### config.mk
export PLATFORM = sky130hd
export DESIGN_NAME = cbor_item_encoder_flat
export DESIGN_NICKNAME = d
export VERILOG_FILES = /design/src/hw/rtl/cbor_pkg.sv /design/src/hw/rtl/cbor_if.sv /design/src/hw/rtl/cbor_classify.sv /design/src/hw/rtl/cbor_queue.sv /design/src/hw/rtl/cbor_emit.sv /design/src/hw/rtl/cbor_item_encoder.sv /design/src/flat_wrapper.sv
export SDC_FILE = /design/constraint.sdc
export NUM_CORES = 1
export LEC_CHECK = 0
export ABC_AREA = 1
export BUFFER_PORTS_ARGS = -buffer_cell sky130_fd_sc_hd__buf_4
export CORE_ASPECT_RATIO = 0.8
export CORE_MARGIN = 4
export CORE_UTILIZATION = 55
export CTS_CLUSTER_DIAMETER = 30
export DETAILED_ROUTE_END_ITERATION = 7
export PLACE_DENSITY = 0.77
export SKIP_LAST_GASP = 1
export SYNTH_ARGS = -nofsm -noshare
export SYNTH_HDL_FRONTEND = slang
export SYNTH_HIERARCHICAL = 1
export SYNTH_SLANG_ARGS = --single-unit
### constraint.sdc
create_clock -name clk -period 4.25 [get_ports clk]
set_input_delay 0.6375 -clock clk [delete_from_list [all_inputs] [get_ports clk]]
set_output_delay 0.6375 -clock clk [all_outputs]
set_load 0.05 [all_outputs]
### src/hw/rtl/cbor_pkg.sv
// Shared types, constants and the argument-header helper for the CBOR item encoder.
// Depends on nothing; every other file imports it.
`default_nettype none

package cbor_pkg;

	localparam int unsigned KindW   = 4;
	localparam int unsigned ArgW    = 64;
	localparam int unsigned ByteW   = 8;
	localparam int unsigned FollowW = 4;
	localparam int unsigned QDepth  = 2;
	localparam int unsigned QPtrW   = $clog2(QDepth);
	localparam int unsigned QCntW   = $clog2(QDepth + 1);

	localparam logic [FollowW-1:0] MaxFollow = FollowW'(8);

	typedef enum logic [KindW-1:0] {
		REQ_UINT      = 4'd0,
		REQ_SINT      = 4'd1,
		REQ_BSTR      = 4'd2,
		REQ_TSTR      = 4'd3,
		REQ_ARRAY     = 4'd4,
		REQ_MAP       = 4'd5,
		REQ_TAG       = 4'd6,
		REQ_ARR_INDEF = 4'd7,
		REQ_MAP_INDEF = 4'd8,
		REQ_BREAK     = 4'd9,
		REQ_NULL      = 4'd10,
		REQ_UNDEF     = 4'd11,
		REQ_BOOL      = 4'd12,
		REQ_F32       = 4'd13,
		REQ_F64       = 4'd14,
		REQ_RAW       = 4'd15
	} cbor_kind_t;

	typedef enum logic [2:0] {
		MT_UINT   = 3'd0,
		MT_NINT   = 3'd1,
		MT_BSTR   = 3'd2,
		MT_TSTR   = 3'd3,
		MT_ARRAY  = 3'd4,
		MT_MAP    = 3'd5,
		MT_TAG    = 3'd6,
		MT_SIMPLE = 3'd7
	} cbor_major_t;

	localparam logic [4:0] AI_1B = 5'd24;
	localparam logic [4:0] AI_2B = 5'd25;
	localparam logic [4:0] AI_4B = 5'd26;
	localparam logic [4:0] AI_8B = 5'd27;

	localparam logic [ByteW-1:0] B_ARR_INDEF = 8'h9f;
	localparam logic [ByteW-1:0] B_MAP_INDEF = 8'hbf;
	localparam logic [ByteW-1:0] B_BREAK     = 8'hff;
	localparam logic [ByteW-1:0] B_NULL      = 8'hf6;
	localparam logic [ByteW-1:0] B_UNDEF     = 8'hf7;
	localparam logic [ByteW-1:0] B_TRUE      = 8'hf5;
	localparam logic [ByteW-1:0] B_FALSE     = 8'hf4;
	localparam logic [ByteW-1:0] B_F32       = 8'hfa;
	localparam logic [ByteW-1:0] B_F64       = 8'hfb;

	typedef struct packed {
		logic [ByteW-1:0]   head;
		logic [FollowW-1:0] nfollow;
		logic [ArgW-1:0]    arg;
	} cbor_entry_t;

	function automatic cbor_entry_t head_entry(cbor_major_t mt, logic [ArgW-1:0] a);
		cbor_entry_t e;
		e.arg = a;
		if (a < ArgW'(24)) begin
			e.head    = {mt, a[4:0]};
			e.nfollow = FollowW'(0);
		end else if (a[ArgW-1:8] == '0) begin
			e.head    = {mt, AI_1B};
			e.nfollow = FollowW'(1);
		end else if (a[ArgW-1:16] == '0) begin
			e.head    = {mt, AI_2B};
			e.nfollow = FollowW'(2);
		end else if (a[ArgW-1:32] == '0) begin
			e.head    = {mt, AI_4B};
			e.nfollow = FollowW'(4);
		end else begin
			e.head    = {mt, AI_8B};
			e.nfollow = MaxFollow;
		end
		return e;
	endfunction

endpackage

`default_nettype wire

### src/hw/rtl/cbor_if.sv
// Valid/ready channel interfaces: encode requests in, encoded bytes out.
// Depends on cbor_pkg for field widths.
`default_nettype none

interface cbor_req_if import cbor_pkg::*; ();
	logic             valid;
	logic             ready;
	logic [KindW-1:0] req_type;
	logic [ArgW-1:0]  item_value;

	modport source (output valid, req_type, item_value, input ready);
	modport sink (input valid, req_type, item_value, output ready);
endinterface

interface cbor_byte_if import cbor_pkg::*; ();
	logic             valid;
	logic             ready;
	logic [ByteW-1:0] out_byte;
	logic             last_byte;

	modport source (output valid, out_byte, last_byte, input ready);
	modport sink (input valid, out_byte, last_byte, output ready);
endinterface

`default_nettype wire

### src/hw/rtl/cbor_classify.sv
// Front end: accepts requests and turns each into an initial byte, a
// following-byte count and an argument. Depends on cbor_pkg and cbor_req_if.
`default_nettype none

module cbor_classify import cbor_pkg::*; (
	cbor_req_if.sink    req,
	output logic        push_valid,
	input  logic        push_ready,
	output cbor_entry_t push_entry
);

	cbor_kind_t      kind;
	logic [ArgW-1:0] v;

	assign kind       = cbor_kind_t'(req.req_type);
	assign v          = req.item_value;
	assign push_valid = req.valid;
	assign req.ready  = push_ready;

	always_comb begin
		push_entry = '{head: '0, nfollow: '0, arg: v};
		unique case (kind)
			REQ_UINT: push_entry = head_entry(MT_UINT, v);
			REQ_SINT: begin
				if (v[ArgW-1]) push_entry = head_entry(MT_NINT, ~v);
				else push_entry = head_entry(MT_UINT, v);
			end
			REQ_BSTR, REQ_TSTR, REQ_ARRAY, REQ_MAP, REQ_TAG:
				push_entry = head_entry(cbor_major_t'(kind[2:0]), v);
			REQ_ARR_INDEF: push_entry.head = B_ARR_INDEF;
			REQ_MAP_INDEF: push_entry.head = B_MAP_INDEF;
			REQ_BREAK:     push_entry.head = B_BREAK;
			REQ_NULL:      push_entry.head = B_NULL;
			REQ_UNDEF:     push_entry.head = B_UNDEF;
			REQ_BOOL:      push_entry.head = v[0] ? B_TRUE : B_FALSE;
			REQ_F32: begin
				push_entry.head    = B_F32;
				push_entry.nfollow = FollowW'(4);
				push_entry.arg     = {32'd0, v[31:0]};
			end
			REQ_F64: begin
				push_entry.head    = B_F64;
				push_entry.nfollow = MaxFollow;
			end
			REQ_RAW: push_entry.head = v[ByteW-1:0];
		endcase
	end

endmodule

`default_nettype wire

### src/hw/rtl/cbor_queue.sv
// Short FIFO of classified items between the front end and the serialiser.
// Depends on cbor_pkg.
`default_nettype none

module cbor_queue import cbor_pkg::*; (
	input  logic        clk,
	input  logic        arst_n,
	input  logic        push_valid,
	output logic        push_ready,
	input  cbor_entry_t push_entry,
	output logic        pop_valid,
	input  logic        pop,
	output cbor_entry_t head
);

	cbor_entry_t      entries_q [QDepth];
	logic [QPtrW-1:0] wr_ptr_q;
	logic [QPtrW-1:0] rd_ptr_q;
	logic [QCntW-1:0] count_q;
	logic             do_push;
	logic             do_pop;

	assign push_ready = (count_q != QCntW'(QDepth));
	assign pop_valid  = (count_q != '0);
	assign do_push    = push_valid && push_ready;
	assign do_pop     = pop && pop_valid;
	assign head       = entries_q[rd_ptr_q];

	always_ff @(posedge clk) begin
		if (do_push) entries_q[wr_ptr_q] <= push_entry;
	end

	always_ff @(posedge clk or negedge arst_n) begin
		if (!arst_n) begin
			wr_ptr_q <= '0;
			rd_ptr_q <= '0;
			count_q  <= '0;
		end else begin
			if (do_push) begin
				wr_ptr_q <= (wr_ptr_q == QPtrW'(QDepth - 1)) ? '0 : wr_ptr_q + 1'b1;
			end
			if (do_pop) begin
				rd_ptr_q <= (rd_ptr_q == QPtrW'(QDepth - 1)) ? '0 : rd_ptr_q + 1'b1;
			end
			if (do_push && !do_pop) count_q <= count_q + 1'b1;
			else if (do_pop && !do_push) count_q <= count_q - 1'b1;
		end
	end

endmodule

`default_nettype wire

### src/hw/rtl/cbor_emit.sv
// Back end: walks the queue head one byte per beat into a registered output.
// Depends on cbor_pkg and cbor_byte_if.
`default_nettype none

module cbor_emit import cbor_pkg::*; (
	input  logic        clk,
	input  logic        arst_n,
	input  logic        q_valid,
	input  cbor_entry_t q_head,
	output logic        pop,
	cbor_byte_if.source enc
);

	logic [FollowW-1:0] cnt_q;
	logic               out_valid_q;
	logic [ByteW-1:0]   out_byte_q;
	logic               last_q;
	logic               adv;
	logic               last_now;
	logic [FollowW-1:0] sel;
	logic [ByteW-1:0]   cur_byte;

	assign adv      = !out_valid_q || enc.ready;
	assign last_now = (cnt_q == q_head.nfollow);
	assign sel      = q_head.nfollow - cnt_q;
	assign cur_byte = (cnt_q == '0) ? q_head.head : q_head.arg[{sel[2:0], 3'b000} +: ByteW];
	assign pop      = adv && q_valid && last_now;

	assign enc.valid     = out_valid_q;
	assign enc.out_byte  = out_byte_q;
	assign enc.last_byte = last_q;

	always_ff @(posedge clk) begin
		if (adv && q_valid) begin
			out_byte_q <= cur_byte;
			last_q     <= last_now;
		end
	end

	always_ff @(posedge clk or negedge arst_n) begin
		if (!arst_n) begin
			out_valid_q <= 1'b0;
			cnt_q       <= '0;
		end else if (adv) begin
			out_valid_q <= q_valid;
			if (q_valid) cnt_q <= last_now ? '0 : cnt_q + 1'b1;
		end
	end

	a_cnt_bound: assert property (@(posedge clk) disable iff (!arst_n)
		cnt_q <= MaxFollow)
		else $error("byte counter beyond longest argument");

	a_head_held: assert property (@(posedge clk) disable iff (!arst_n)
		(cnt_q != '0) |-> (q_valid && cnt_q <= q_head.nfollow))
		else $error("queue head lost or overrun mid-item");

	a_pop_last: assert property (@(posedge clk) disable iff (!arst_n)
		pop |=> (enc.valid && enc.last_byte && cnt_q == '0))
		else $error("item retired without flagging its last byte");

endmodule

`default_nettype wire

### src/hw/rtl/cbor_item_encoder.sv
// CBOR data item encoder top level: front end, item queue and byte serialiser.
// Depends on cbor_pkg, cbor_if, cbor_classify, cbor_queue and cbor_emit.
//
// Each request (kind plus 64-bit operand) yields its CBOR encoding on the byte
// channel, most significant byte first, with last_byte set on the final byte.
// An item is serialised as 1 + n bytes, where n is 0, 1, 2, 4 or 8 following
// argument bytes (8 for the longest: 8-byte argument or float64), so one-byte
// items stream at one per cycle while enc.ready does not stall the output. The
// serialiser's single byte-wide output register sets that rate; a two-entry
// queue in front of it lets requests be taken while earlier bytes still drain.
// A request's first byte is held in a queue entry, then in the output register.
`default_nettype none

module cbor_item_encoder import cbor_pkg::*; (
	input  logic        clk,
	input  logic        arst_n,
	cbor_req_if.sink    req,
	cbor_byte_if.source enc
);

	logic        push_valid;
	logic        push_ready;
	cbor_entry_t push_entry;
	logic        q_valid;
	logic        pop;
	cbor_entry_t q_head;

	cbor_classify u_classify (
		.req        (req),
		.push_valid (push_valid),
		.push_ready (push_ready),
		.push_entry (push_entry)
	);

	cbor_queue u_queue (
		.clk        (clk),
		.arst_n     (arst_n),
		.push_valid (push_valid),
		.push_ready (push_ready),
		.push_entry (push_entry),
		.pop_valid  (q_valid),
		.pop        (pop),
		.head       (q_head)
	);

	cbor_emit u_emit (
		.clk     (clk),
		.arst_n  (arst_n),
		.q_valid (q_valid),
		.q_head  (q_head),
		.pop     (pop),
		.enc     (enc)
	);

endmodule

`default_nettype wire
### src/flat_wrapper.sv
// flat-port wrapper written by rule: the top's interface ports become plain ports
module cbor_item_encoder_flat import cbor_pkg::*;
  (clk, arst_n, req_valid, req_req_type, req_item_value, req_ready, enc_valid, enc_out_byte, enc_last_byte, enc_ready);
  cbor_req_if req_i ();
  cbor_byte_if enc_i ();
  input  logic clk;
  input  logic arst_n;
  input wire logic [$bits(req_i.valid)-1:0] req_valid;
  input wire logic [$bits(req_i.req_type)-1:0] req_req_type;
  input wire logic [$bits(req_i.item_value)-1:0] req_item_value;
  output wire logic [$bits(req_i.ready)-1:0] req_ready;
  output wire logic [$bits(enc_i.valid)-1:0] enc_valid;
  output wire logic [$bits(enc_i.out_byte)-1:0] enc_out_byte;
  output wire logic [$bits(enc_i.last_byte)-1:0] enc_last_byte;
  input wire logic [$bits(enc_i.ready)-1:0] enc_ready;
  assign req_i.valid = req_valid;
  assign req_i.req_type = req_req_type;
  assign req_i.item_value = req_item_value;
  assign req_ready = req_i.ready;
  assign enc_valid = enc_i.valid;
  assign enc_out_byte = enc_i.out_byte;
  assign enc_last_byte = enc_i.last_byte;
  assign enc_i.ready = enc_ready;
  cbor_item_encoder u_core (.clk(clk), .arst_n(arst_n), .req(req_i), .enc(enc_i));
endmodule
==> run metrics, run 1 <==
# DRC=0; synthesized net count=1230; Post-CTS Hold Buffers=0; first-pass GRT wire length=approximately 36000 um; Via Count=~7800; worst-margin pin slew=about 0.76 ns; area of the core=roughly 0.017 mm2; pin count of the biggest net entering global routing=58; layout cells sized above 1=between 10% and 20%; FF-to-FF Start=u_core/u_queue/rd_ptr_q$_DFFE_PN0P_; Die Height=between 100 and 150 um; DR pass1 iterations=5; Filler cells=1377; post-route ant nets=0; CTS clk-pin slew, worst paths=0.06 ns; Hold Fails Final Rpt=0; die area=0.0195 mm2; Setup TNS=0 ns; GRT Total Usage=a little under a quarter; diode count=0; Finished Layout Cells=1452; register area=between 0.005 and 0.006 mm2; register area share after synthesis=between 50% and 60%; Power Dens Cells=658 mW/mm2; cells on worst reg2reg path=14; CP Buf/Inv Count=4; Tmin final=~3.2 ns; Num CTS Buffers=17; RSZ-0062 raised after global routing=no; Overflow after GRT=0; Port Buffers=82; multi-input logic area=0.00365 mm2; Final setup violation count=0; leakage power=approximately 4.8 nW; H-Tree Depth=4; RR Endpoint=u_core/u_emit/enc.out_byte[1]$_DFFE_PP_; Arrival @ worst endpoint=~3.3 ns; Worst Skew=roughly 0.0083 ns; slew margin rel.=approximately half; clk root buf=clkbuf_16; slowest CP cell=fa_1; unique cell type count in the Yosys netlist=39; Area growth syn-to-layout=13.0%; CP peak stage delay=~0.87 ns; Met1 Wirelength=10500 um; R2R Setup Slk=about 1.1 ns; Hold WC Path Type=in -> async; Clock Path Buffers=2; routed wire length=roughly 23000 um; CTS tree=yes; f_max=~320 MHz; gpl congestion=between 0.9 and 1; Starting Density=a little under three fifths; synthesis-stage register bit count=170; Critical Path Sink Type=register; Post-Syn Area=0.00950 mm2; VDD IR max=approximately 0.35 mV; vias in the first global route=between 6000 and 7000; # rows=42; Crit path max-delay family=adder cells; most frequent cells in the layout=nand2_1, edfxtp_1, inv_1; met3 wire len=around 2200 um; drt first-iter violations=866; Via density=between 5 and 6; Post-CTS Setup Repair Bufs=0; IO Count=slightly above 80; Slew Limit Fails=0; CP cell instances=inv_4, nand2_1, nand2_1, inv_1, ha_1, inv_1, fa_1, inv_2, nand3_1, nand2_1, nand2_1, nand2_1, nand2_1, nand2_1; wire per inst=about 16 um; top sig layer=met4; initial antenna violation count=0; status=finished, final reports clean; routed wl met2=between 9000 and 10000 um; cell mode on critical path=nand2_1; Die Wd=~150 um; CTS Sinks=between 150 and 200; YS warnings=6; syn avg cell area=a little over 8 um2; Post-Syn Instances=1150; overall power=approximately 7.1 mW; Critical Path RT=roughly 4.4 ns; nets=1300; hpwl dp=approximately 17000 um; PostCTS Resize Cnt=0; max_cap viols=0; maximum fanout along the worst path=29; commonest non-fill, non-tap cell in the layout=nand2_1; Tcrit/Tclk final=roughly three quarters; WS Path Type=reg -> reg; Critical Path Source Type=register; Skew-Pair Late Insertion Delay=roughly 0.43 ns; placed cells=1421
-- worst register-to-register path: cells and delay by family (launching register included) --
family	cells	cell delay [ns]
simple gates	8	0.60
fa+ha+maj	2	1.01
buf+inv	4	0.61
flops	1	0.71
-- how the worst max path moves through the flow --
stage,startpoint,to,slack [ns],cells after the start
after floorplan,req_valid,u_core/u_queue/entries_q[0][0]$_DFFE_PP_,-0.26,3
after global placement,u_core/u_queue/rd_ptr_q$_DFFE_PN0P_,u_core/u_emit/enc.out_byte[0]$_DFFE_PP_,1.20,14
after detailed placement,u_core/u_queue/rd_ptr_q$_DFFE_PN0P_,u_core/u_emit/enc.out_byte[2]$_DFFE_PP_,1.08,14
after CTS,u_core/u_queue/rd_ptr_q$_DFFE_PN0P_,u_core/u_emit/enc.out_byte[1]$_DFFE_PP_,1.09,14
after global routing,u_core/u_queue/rd_ptr_q$_DFFE_PN0P_,u_core/u_emit/enc.out_byte[5]$_DFFE_PP_,0.75,14
final,u_core/u_queue/rd_ptr_q$_DFFE_PN0P_,u_core/u_emit/enc.out_byte[1]$_DFFE_PP_,1.09,14
-- where the power goes --
group / internal [mW] / switching [mW]
registers: 2.40 / 0.175
clock network: 0.858 / 0.600
logic: 0.891 / 2.14
total: 4.15 / 2.92
-- metal layers --
layer | up-vias | GRT usage (%)
met1 | 3550 | 35.8
met3 | 30 | 6.29
li1 | 3810 | -
met2 | 363 | 34.4
met5 | - | 0
met4 | 0 | 6.96
-- state kept, by name, indices dropped and copies added, names as in the netlist --
register,count
u_core/u_emit/cnt_q,4
u_core/u_emit/enc.last_byte,1
u_core/u_queue/entries_q,152
u_core/u_emit/enc.out_byte,8
u_core/u_queue/count_q,2
u_core/u_queue/rd_ptr_q,1
u_core/u_emit/enc.valid,1
u_core/u_queue/wr_ptr_q,1
-- cell type report --
| cell class | count | area share [%] |
|---|---|---|
| flip-flops and latches | 170 | 47.1 |
| inverters | 135 | 4.77 |
| well taps | 220 | 2.56 |
| multi-input cells | 805 | 34.0 |
| clock buffers | 19 | 4.03 |
| repair buffers | 91 | 6.36 |
| clock inverters | 12 | 1.18 |
-- synthesized netlist by cell type --
library cell / instances / area (um2)
nand2_1: 479 / 1800
edfxtp_1: 161 / 4830
inv_1: 124 / 465
nor2_1: 99 / 372
nand3_1: 82 / 410
o21ai_0: 43 / 215
xnor2_1: 18 / 158
xor2_1: 18 / 158
buf_2: 15 / 75.1
nand4_1: 14 / 87.6
buf_4: 12 / 90.1
a21oi_1: 11 / 55.1
buf_6: 11 / 124
dfrtp_1: 9 / 225
ha_1: 7 / 87.6
inv_2: 7 / 26.3
nor3_1: 4 / 20.0
a21oi_2: 3 / 26.3
nand2_2: 3 / 18.8
nand3_2: 3 / 30.0
nor2_2: 3 / 18.8
clkbuf_1: 2 / 7.51
clkinv_1: 2 / 7.51
inv_4: 2 / 12.5
nand2_4: 2 / 22.5
nor2_4: 2 / 22.5
o211ai_1: 2 / 15.0
a211oi_1: 1 / 7.51
a221oi_1: 1 / 8.76
a31oi_1: 1 / 6.26
and2_1: 1 / 6.26
fa_1: 1 / 20.0
nand3b_1: 1 / 7.51
o2111ai_1: 1 / 8.76
o21ai_2: 1 / 8.76
o311ai_1: 1 / 8.76
o31ai_2: 1 / 12.5
o41ai_2: 1 / 16.3
or2_1: 1 / 6.26
-- through the flow --
stage / util, % / area, um2 / hold slack, ns / worst slack (ns)
CTS: 64.1 / 10700 / 0.00999 / 1.09
floorplan: - / 9500 / 0.342 / -0.258
global route: 64.1 / 10700 / 0.00988 / 0.749
global placement: 60.7 / 10200 / 0.471 / 1.20
finish: 64.1 / 10700 / 0.0240 / 1.09
detailed placement: 60.7 / 10200 / 0.470 / 1.08
-- cells by family (layout without fill, tap and decap cells) --
group / Yosys count / in the layout / share of synthesized area [%]
buffers and inverters: 175 / 257 / 8.51
flip-flops: 170 / 170 / 53.3
adder cells (fa/ha/maj): 8 / 8 / 1.13
XOR/XNOR: 36 / 36 / 3.32
AO/OA/AOI/OAI: 67 / 67 / 4.10
AND/OR/NAND/NOR: 694 / 694 / 29.7
Power figures use the tool's default switching activity.
==> run 2: changes to the inputs <==
--- a/config.mk
+++ b/config.mk
@@ -5,11 +5,11 @@
 export SDC_FILE = /design/constraint.sdc
 export NUM_CORES = 1
 export LEC_CHECK = 0
-export ABC_AREA = 1
+export ABC_AREA = 0
 export BUFFER_PORTS_ARGS = -buffer_cell sky130_fd_sc_hd__buf_4
 export CORE_ASPECT_RATIO = 0.8
 export CORE_MARGIN = 4
-export CORE_UTILIZATION = 55
+export CORE_UTILIZATION = 54
 export CTS_CLUSTER_DIAMETER = 30
 export DETAILED_ROUTE_END_ITERATION = 7
 export PLACE_DENSITY = 0.77
==> constraint.sdc (replaced) <==
create_clock -name clk -period 2.9 [get_ports clk]
set_input_delay 0.435 -clock clk [delete_from_list [all_inputs] [get_ports clk]]
set_output_delay 0.435 -clock clk [all_outputs]
set_load 0.05 [all_outputs]
==> run 2 against run 1 <==
- routed wire length decreased by 15%
- largest cell class unchanged
- maximum frequency increased by 17%
- largest power group unchanged
- clock-buffer cell count decreased by 2
- sequential share of layout area increased by 3.3 points
- clock skew increased by 0.0017 ns
- register-to-register slack got worse by 0.89 ns
- worst setup slack got worse by 0.89 ns
- utilization decreased by 0.15 points
- worst hold slack improved by 0.26 ns
==> run metrics, run 2 <==
status=finished, final reports clean; design area=0.0100 mm2 (-6.6%); syn avg cell area=14.1 um2 (+71%); final core occ=63.9% (-0.15 points); Post-Syn Area=0.00862 mm2 (-9.2%); most frequent cells in the layout=edfxtp_1, buf_4, mux2_2; Tmin final=2.71 ns (-0.455 ns); nets=769 (-41%); Hold WS=0.283 ns (+0.259 ns); slowest CP cell=dfrtp_4; CTS tree=yes; Skew-Pair Late Insertion Delay=0.43 ns (about the same); Starting Density=54.9% (-1.7 points); max FFs per register=152 (unchanged); number of synthesized flops with an enable pin=161 (unchanged); first-pass GRT wire length=30000 um (-17%); Reg with most FFs=u_core/u_queue/entries_q; Filler cells=1183 (-14%); Tcrit/Tclk final=93.3% (+19 points); drt first-iter violations=625 (-28%); CP cell instances=buf_16, mux2_2, xnor2_4, nand4_1, nor2_1, nand2_1, ha_1, xor2_1, nor2_1, xor2_1; Critical Path Sink Type=register; Area contributors post-synth=edfxtp_1, mux2_2, mux2_4; Setup TNS=0 ns (unchanged); CTS clk-pin slew, worst paths=0.06 ns (about the same); routed wire length=19500 um (-15%); vias in the first global route=5452 (-20%); leakage power=3.62 nW (-25%); commonest non-fill, non-tap cell in the layout=edfxtp_1; slew margin rel.=54.6% (+5.4 points); diode count=0 (unchanged); Final WS setup=0.193 ns (-0.895 ns); Via density=6.04 (+13%); RSZ-0062 raised after global routing=no; Die Height=121 um (-3.6%); clk root buf=clkbuf_16; H-Tree Depth=4 (unchanged); Via Count=5539 (-29%); synthesized net count=690 (-44%); Hold Fails Final Rpt=0 (unchanged); Critical Path RT=3.24 ns (-1.19 ns); Critical Path Source Type=register; DR pass1 iterations=6 (+1); layout cells sized above 1=33.9% (+22 points); Num CTS Buffers=17 (unchanged); # DRC=0 (unchanged); overall power=9.83 mW (+39%); Final setup violation count=0 (unchanged); Area growth syn-to-layout=16.3%; dominant synthesized flop cell=edfxtp_1; Overflow after GRT=0 (unchanged); gpl congestion=0.939 (+0.12%); post-route ant nets=0 (unchanged); initial antenna violation count=0 (unchanged); CTS Sinks=170 (unchanged); Clock Path Buffers=2 (unchanged); GRT Total Usage=22.2% (-1.8 points); Power Dens Cells=980 mW/mm2 (+49%); register area share after synthesis=58.7% (+5.4 points); f_max=369 MHz (+17%); most frequent cells after synthesis=edfxtp_1, mux2_2, o21ai_0, nand3_1, xnor2_1; die area=0.0181 mm2 (-7.1%); worst-margin pin slew=0.681 ns (-0.0816 ns); maximum fanout along the worst path=64 (+120%); Worst Skew=0.00998 ns (+0.00171 ns); synthesis-stage register bit count=170 (unchanged); Arrival @ worst endpoint=3.05 ns (-0.29 ns); Port Buffers=82 (unchanged); Die Wd=149 um (-3.6%); Hold WC Path Type=in -> reg; DP Worst Slack=0.189 ns (-0.890 ns); max_cap viols=0 (unchanged); area share of the largest cell type after synthesis=56.1% (+5.2 points); CP peak stage delay=0.46 ns (-0.41 ns); most frequent cell after synthesis=edfxtp_1; VDD IR max=0.610 mV (+75%); placed cell area=0.00945 mm2 (-7.2%); YS warnings=6 (unchanged); Post-Syn Instances=610 (-47%); area leader, netlist=edfxtp_1; IO Count=83 (unchanged); pin count of the biggest net entering global routing=65 (+12%); wire per inst=21.3 um (+34%); Slew Limit Fails=0 (unchanged); Finished Layout Cells=917 (-37%); area of the core=0.0157 mm2 (-6.4%); hpwl dp=14100 um (-16%); unique cell type count in the Yosys netlist=64 (+64%); Post-synth ARST share=5.29% (unchanged); WS Path Type=reg -> reg; CP Buf/Inv Count=1 (-3); placed cells=884 (-38%); # rows=41 (-2.4%); Crit path max-delay family=simple AND/OR/NAND/NOR gates
[run 2: cell count changes in the layout (fill, tap and decap cells not counted), sizes merged, moves of 8 or more]
cell and change:
clkinv -8, inv -113, mux2 +77, mux2i +8
mux4 +16, nand2 -451, nand3 -48, nor2 -92
nor4 +13, xnor2 +18, xor2 -15
[run 2: logic make-up after synthesis]
family,Yosys count,share of synthesized area [%]
simple gates,151,9.88
buf+inv,53,3.29
fa+ha+maj,8,1.25
flops,170,58.7
xor+xnor,39,4.40
compound gates,88,6.04
mux,101,16.5
[run 2: what timing repair did]
action	CTS	global route
buffers inserted	0	0
hold endpoints to repair	9	0
hold buffers	1	0
endpoints found under the setup margin	0	1
resized for setup	0	1
[run 2: worst reg2reg max path, cell delays in order (launching register included)]
cell,delay (ns)
dfrtp_4,0.46
buf_16,0.32
mux2_2,0.45
xnor2_4,0.24
nand4_1,0.26
nor2_1,0.17
nand2_1,0.10
ha_1,0.21
xor2_1,0.14
nor2_1,0.11
xor2_1,0.16
[run 2: layout make-up]
cell class / count / area [um2] / share of cell area (%)
sequential: 170 / 5060 / 50.5
multi-input combinational: 387 / 3300 / 32.9
timing repair buffer: 98 / 783 / 7.81
clock buffer: 17 / 425 / 4.24
tap: 215 / 269 / 2.68
clock inverter: 15 / 138 / 1.37
inverter: 15 / 56.3 / 0.561
[run 2: path summary, 6_finish.rpt]
path                                                  startpoint  depth (start not counted)                                     to  slack (ns)
max                          u_core/u_queue/rd_ptr_q$_DFFE_PN0P_                         10  u_core/u_queue/count_q[1]$_DFFE_PN0P_        0.19
min                                                    enc_ready                          3    u_core/u_emit/enc.valid$_DFFE_PN0N_        0.28
max reg2reg                  u_core/u_queue/rd_ptr_q$_DFFE_PN0P_                         10  u_core/u_queue/count_q[1]$_DFFE_PN0P_        0.19
min reg2reg                u_core/u_queue/count_q[1]$_DFFE_PN0P_                          1  u_core/u_queue/count_q[1]$_DFFE_PN0P_        0.51
max in group asynchronous                                 arst_n                          2    u_core/u_queue/rd_ptr_q$_DFFE_PN0P_        2.37
min in group asynchronous                                 arst_n                          2    u_core/u_queue/rd_ptr_q$_DFFE_PN0P_        0.38
[run 2: report_power, final]
part           switching, mW  leakage, nW  internal (mW)
registers              0.244         1.60           3.51
logic                   2.08         1.76           1.85
clock network          0.955        0.256           1.19
[run 2: metal layers]
metal | vias to the layer above | wire [um] | GRT usage, %
met5 | - | 0 | 0
met3 | 34 | 1540 | 5.23
met1 | 2709 | 7950 | 29.7
met2 | 277 | 9630 | 36.1
met4 | 0 | 373 | 7.15
li1 | 2519 | - | -
